### src/sv/softmax_winner_select_unit_defines.svh
// ---------------------------------------------------------------------------
// Assertion macros for the softmax winner select unit
// ---------------------------------------------------------------------------
`ifndef SOFTMAX_WINNER_SELECT_UNIT_DEFINES_SVH
`define SOFTMAX_WINNER_SELECT_UNIT_DEFINES_SVH

// implication checked every edge outside reset
`define SWS_ASSERT_IMPL(label, ante, cons, msg) \
  label: assert property (@(posedge clk) disable iff (rst) (ante) |-> (cons)) \
    else $error(msg);

// next-cycle implication checked outside reset
`define SWS_ASSERT_NEXT(label, ante, cons, msg) \
  label: assert property (@(posedge clk) disable iff (rst) (ante) |=> (cons)) \
    else $error(msg);

`endif

### src/sv/sws_pkg.sv
// ---------------------------------------------------------------------------
// sws_pkg
// Shared types and constants of the softmax winner select unit.
// ---------------------------------------------------------------------------
package sws_pkg;

  localparam int SLOTS = 32;
  localparam int IDX_W = 5;
  localparam int CNT_W = 6;
  localparam int TERM_W = 31;   // unsigned Q1.30, at most 2^30
  localparam int SUM_W = 36;
  localparam int EXP_BITS = 21;
  localparam logic [1:0] REG_MODULE_LIMIT = 2'd0;

  // queue entry from the front part to the back part
  typedef struct packed {
    logic signed [31:0] salience;
    logic               call_ok;
    logic               keep;        // loaded into the store
    logic               last_module;
  } load_beat_t;

  // exp(-2^(b-16)) in Q1.30
  function automatic logic [29:0] exp_bit(input logic [4:0] b);
    logic [29:0] t;
    unique case (b)
      5'd0:  t = 30'd1073725440;
      5'd1:  t = 30'd1073709056;
      5'd2:  t = 30'd1073676290;
      5'd3:  t = 30'd1073610760;
      5'd4:  t = 30'd1073479712;
      5'd5:  t = 30'd1073217664;
      5'd6:  t = 30'd1072693760;
      5'd7:  t = 30'd1071646719;
      5'd8:  t = 30'd1069555701;
      5'd9:  t = 30'd1065385899;
      5'd10: t = 30'd1057095000;
      5'd11: t = 30'd1040706261;
      5'd12: t = 30'd1008687096;
      5'd13: t = 30'd947573834;
      5'd14: t = 30'd836230973;
      5'd15: t = 30'd651257337;
      5'd16: t = 30'd395007542;
      5'd17: t = 30'd145315154;
      5'd18: t = 30'd19666268;
      5'd19: t = 30'd360200;
      5'd20: t = 30'd121;
      default: t = 30'd0;
    endcase
    return t;
  endfunction

endpackage

### src/sv/sws_front.sv
// ---------------------------------------------------------------------------
// sws_front
// Accepts score beats, applies the module limit, and pushes them into a
// two-entry queue toward the back part.
// ---------------------------------------------------------------------------
module sws_front
  import sws_pkg::*;
(
  input  logic               clk,
  input  logic               rst,
  input  logic               in_valid,
  output logic               in_ready,
  input  logic signed [31:0] salience,
  input  logic               call_ok,
  input  logic               last_module,
  input  logic [CNT_W-1:0]   limit,
  output logic               q_valid,
  input  logic               q_ready,
  output load_beat_t         q_data
);

  load_beat_t  slot [2];
  logic        wp, rp;
  logic [1:0]  fill;
  logic [CNT_W-1:0] taken;
  logic        push, pop;
  load_beat_t  beat;

  assign in_ready = (fill != 2'd2);
  assign push     = in_valid && in_ready;
  assign q_valid  = (fill != 2'd0);
  assign q_data   = slot[rp];
  assign pop      = q_valid && q_ready;

  // classify: keep only while below the limit
  always_comb begin
    beat.salience    = salience;
    beat.call_ok     = call_ok;
    beat.last_module = last_module;
    beat.keep        = (taken < limit);
  end

  always_ff @(posedge clk) begin
    if (push) begin
      slot[wp] <= beat;
    end
    if (rst) begin
      wp    <= 1'b0;
      rp    <= 1'b0;
      fill  <= 2'd0;
      taken <= '0;
    end else begin
      if (push) begin
        wp <= ~wp;
        if (last_module) begin
          taken <= '0;
        end else if (beat.keep) begin
          taken <= taken + 1'b1;
        end
      end
      if (pop) begin
        rp <= ~rp;
      end
      fill <= fill + {1'b0, push} - {1'b0, pop};
    end
  end

endmodule

### config.mk
export PLATFORM = sky130hd
export DESIGN_NAME = sws_front
export DESIGN_NICKNAME = d
export VERILOG_FILES = /design/src/sv/softmax_winner_select_unit_defines.svh /design/src/sv/sws_pkg.sv /design/src/sv/sws_front.sv
export SDC_FILE = /design/constraint.sdc
export NUM_CORES = 1
export LEC_CHECK = 0
export ABC_AREA = 1
export BUFFER_PORTS_ARGS = -buffer_cell sky130_fd_sc_hd__buf_2
export CORE_ASPECT_RATIO = 0.5
export CORE_MARGIN = 5
export CORE_UTILIZATION = 44
export DETAILED_ROUTE_END_ITERATION = 8
export PLACE_DENSITY_LB_ADDON = 0.05
export SYNTH_ARGS = -nofsm -noshare
export SYNTH_HDL_FRONTEND = slang
export SYNTH_SLANG_ARGS = --single-unit
### constraint.sdc
create_clock -name clk -period 2.9 [get_ports clk]
set_clock_uncertainty 0.15 [all_clocks]
set_input_delay 0.58 -clock clk [delete_from_list [all_inputs] [get_ports clk]]
set_output_delay 0.58 -clock clk [all_outputs]
set_load 0.02 [all_outputs]
==> impl_metrics.toml <==
[critical_path]
critPathSlowestCell = "mux2_2"
worstSetupEndpointType = "output pin"
path_cells = "buf_12 > mux2_2 > buf_2"
critPathLaunchType = "register"
cp_max_fo = 35
path_class = "register to output pin"
required_ns = 2.17
critPathArrivalTime_ns = 1.44
cp_slowest_stage_delay_ns = 0.38

[status]
status = "completed"

[clock_network]
cts_sinks = 81
clockRootBuffer = "clkbuf_16"
cts_tree = "yes"
post_cts_resized = 0
cts_buffers = 9
htree_levels = 3
ctsHoldBuffers = 0
post-cts-setup-buffers = 0
cts_buffer_depth = 2
clk_latency_ns = 0.33
clk_pin_slew_ns = 0.06

[yosys]
yosysTopAreaCell = "edfxtp_1"
synth_top_area_share_pct = 64.1
syn_inst = 219
synth_area_mm2 = 0.00328
synth_ff_type = "edfxtp_1"
yosys.cell_types.count = 23
synth_area_per_cell_um2 = 15.0
synth-seq-cells = 81
synth_nets = 271
synthTopCellsByArea = "edfxtp_1, mux2_2, dfxtp_1, ha_1, nand2_1"
synth_edf_count = 70
synth_warnings = 0
async_flop_share_pct = 0
yosysMostFrequentCell = "edfxtp_1"
synth_commonest_cells = "edfxtp_1, mux2_2, nand2_1, inv_1, dfxtp_1"
ys_seq_area_share_pct = 70.8

[placed_design]
placedCellCount = 392
dpl.hpwl_mm = 3.87
io_buffers = 80
routabilityCongestion = 0.757

[power]
p_per_area_mw_per_mm2 = 874
ir_worst_vdd_mv = 0.538
p_leak_uw = 0.00165

[floorplan]
rows = 22
start_util_pct = 44.9
die_h_um = 71.0
die_area_mm2 = 0.00938
io-pin-count = 81
core_area_mm2 = 0.00729
die_w_um = 132

[drt]
drtPass1Iterations = 5
vias = 1932
drt-vias-per-instance = 4.75
routed_wl_mm = 5.83
drtIter0Drc = 81
drc = 0
detail-route-antenna-nets = 0
avgRoutedWirePerCell_um = 14.3

[finish]
layout.cells.non_filler = 407
fin_nets = 359
drive_above_1_share_pct = 46.9
diodes = 0
synthToLayoutAreaGrowth_pct = 25.0

[run]
cap_viol_max_count = 0

[timing]
tns_ns = 0
fin_crit_ns = 2.17
maxSlewViolCount = 0
rsz0062_at_grt = "no"
fmax_ghz = 0.460
fin_crit_sh_pct = 74.9
worst_pin_slew_ns = 0.496
timing_hold_violations_final = 0
relSlewSlack_pct = 66.9
setup_violations = 0

[hold_path]
hold_path.class = "primary input to register"

[global_routing]
track_usage_pct = 13.3
grt_pass1_vias = 2003
grt_first_pass_wirelength_mm = 9.54
overflow = 0
grt_max_degree = 37
antenna_found_initial = 0
[worst max-delay path: cells and delay by family (launching register included)]
family / cells / cell delay (ns)
DFF: 1 / 0.34
muxes: 1 / 0.38
buffers and inverters: 2 / 0.37
[kinds of logic (layout without fill, tap and decap cells)]
group                      Yosys count  count (layout)  synth area share (%)
DFF                                 81              81                  70.8
and+or+nand+nor                     53              53                  7.90
muxes                               35              35                  12.0
buffers and inverters               27             119                  3.59
AOI/OAI and AO/OA                   14              14                  2.33
adders and majority gates            8               8                  3.05
xor gates and xnor gates             1               1                 0.267
[per-layer routing]
metal	vias to the layer above	share of wire (%)	global-route usage (%)
li1	965	-	-
met2	46	50	22.9
met5	-	0	0
met1	915	42	14.5
met3	6	6.6	6.75
met4	0	1.1	4.45
[registers in the layout, indices dropped and copies added, names as in the netlist, named ones only]
| signal | count |
|---|---|
| slot | 70 |
| wp | 1 |
| taken | 6 |
| rp | 1 |
| fill | 2 |
[final timing paths]
path | slack (ns) | from | end | cells past startpoint
setup reg to reg | 1.02 | fill[1] | fill[1] | 9
hold reg to reg | 0.31 | rp | register | 1
hold / removal | 0.28 | salience[16] | slot[0][19] | 1
setup / recovery | 0.73 | register | q_data[30] | 3
[stage by stage]
step / cell area [um2] / hold slack, ns / power, uW / utilization (%) / worst slack (ns)
final: 4100 / 0.284 / 3580 / 56.2 / 0.728
after global routing: 4100 / 0.260 / 3790 / 56.2 / 0.661
after CTS: 4100 / 0.267 / 3640 / 56.2 / 0.703
after detailed placement: 3810 / 0.285 / 2550 / 52.2 / 0.851
after global placement: 3810 / 0.282 / 2520 / 52.2 / 0.916
after floorplan: 3280 / 0.276 / 2240 / - / 0.151
[area by class of cell]
type | instances | area (um2)
Clock buffer | 9 | 225
Clock inverter | 6 | 60.1
Fill cell | 609 | 3200
Inverter | 21 | 78.8
Multi-Input combinational cell | 111 | 853
Sequential cell | 81 | 2320
Tap cell | 96 | 120
Timing Repair Buffer | 83 | 435
[where the power goes]
part / switching (uW) / internal [uW] / total, uW
logic: 583 / 381 / 964
clock network: 421 / 655 / 1080
registers: 62.3 / 1480 / 1540
[cells in the final DEF (no fill, tap or decap), types with 3 or more instances in the layout]
master      instances
dfxtp_1            10
o21ai_0             3
ha_1                8
nand3_2             5
clkinvlp_4          3
edfxtp_1           70
clkbuf_16           9
mux2_2             35
nor2_1              8
a21oi_1             9
nand2_2             3
buf_2              80
inv_1              20
nand3_1             5
nand2_1            25
No activity file was read; power rests on OpenSTA's default activity.
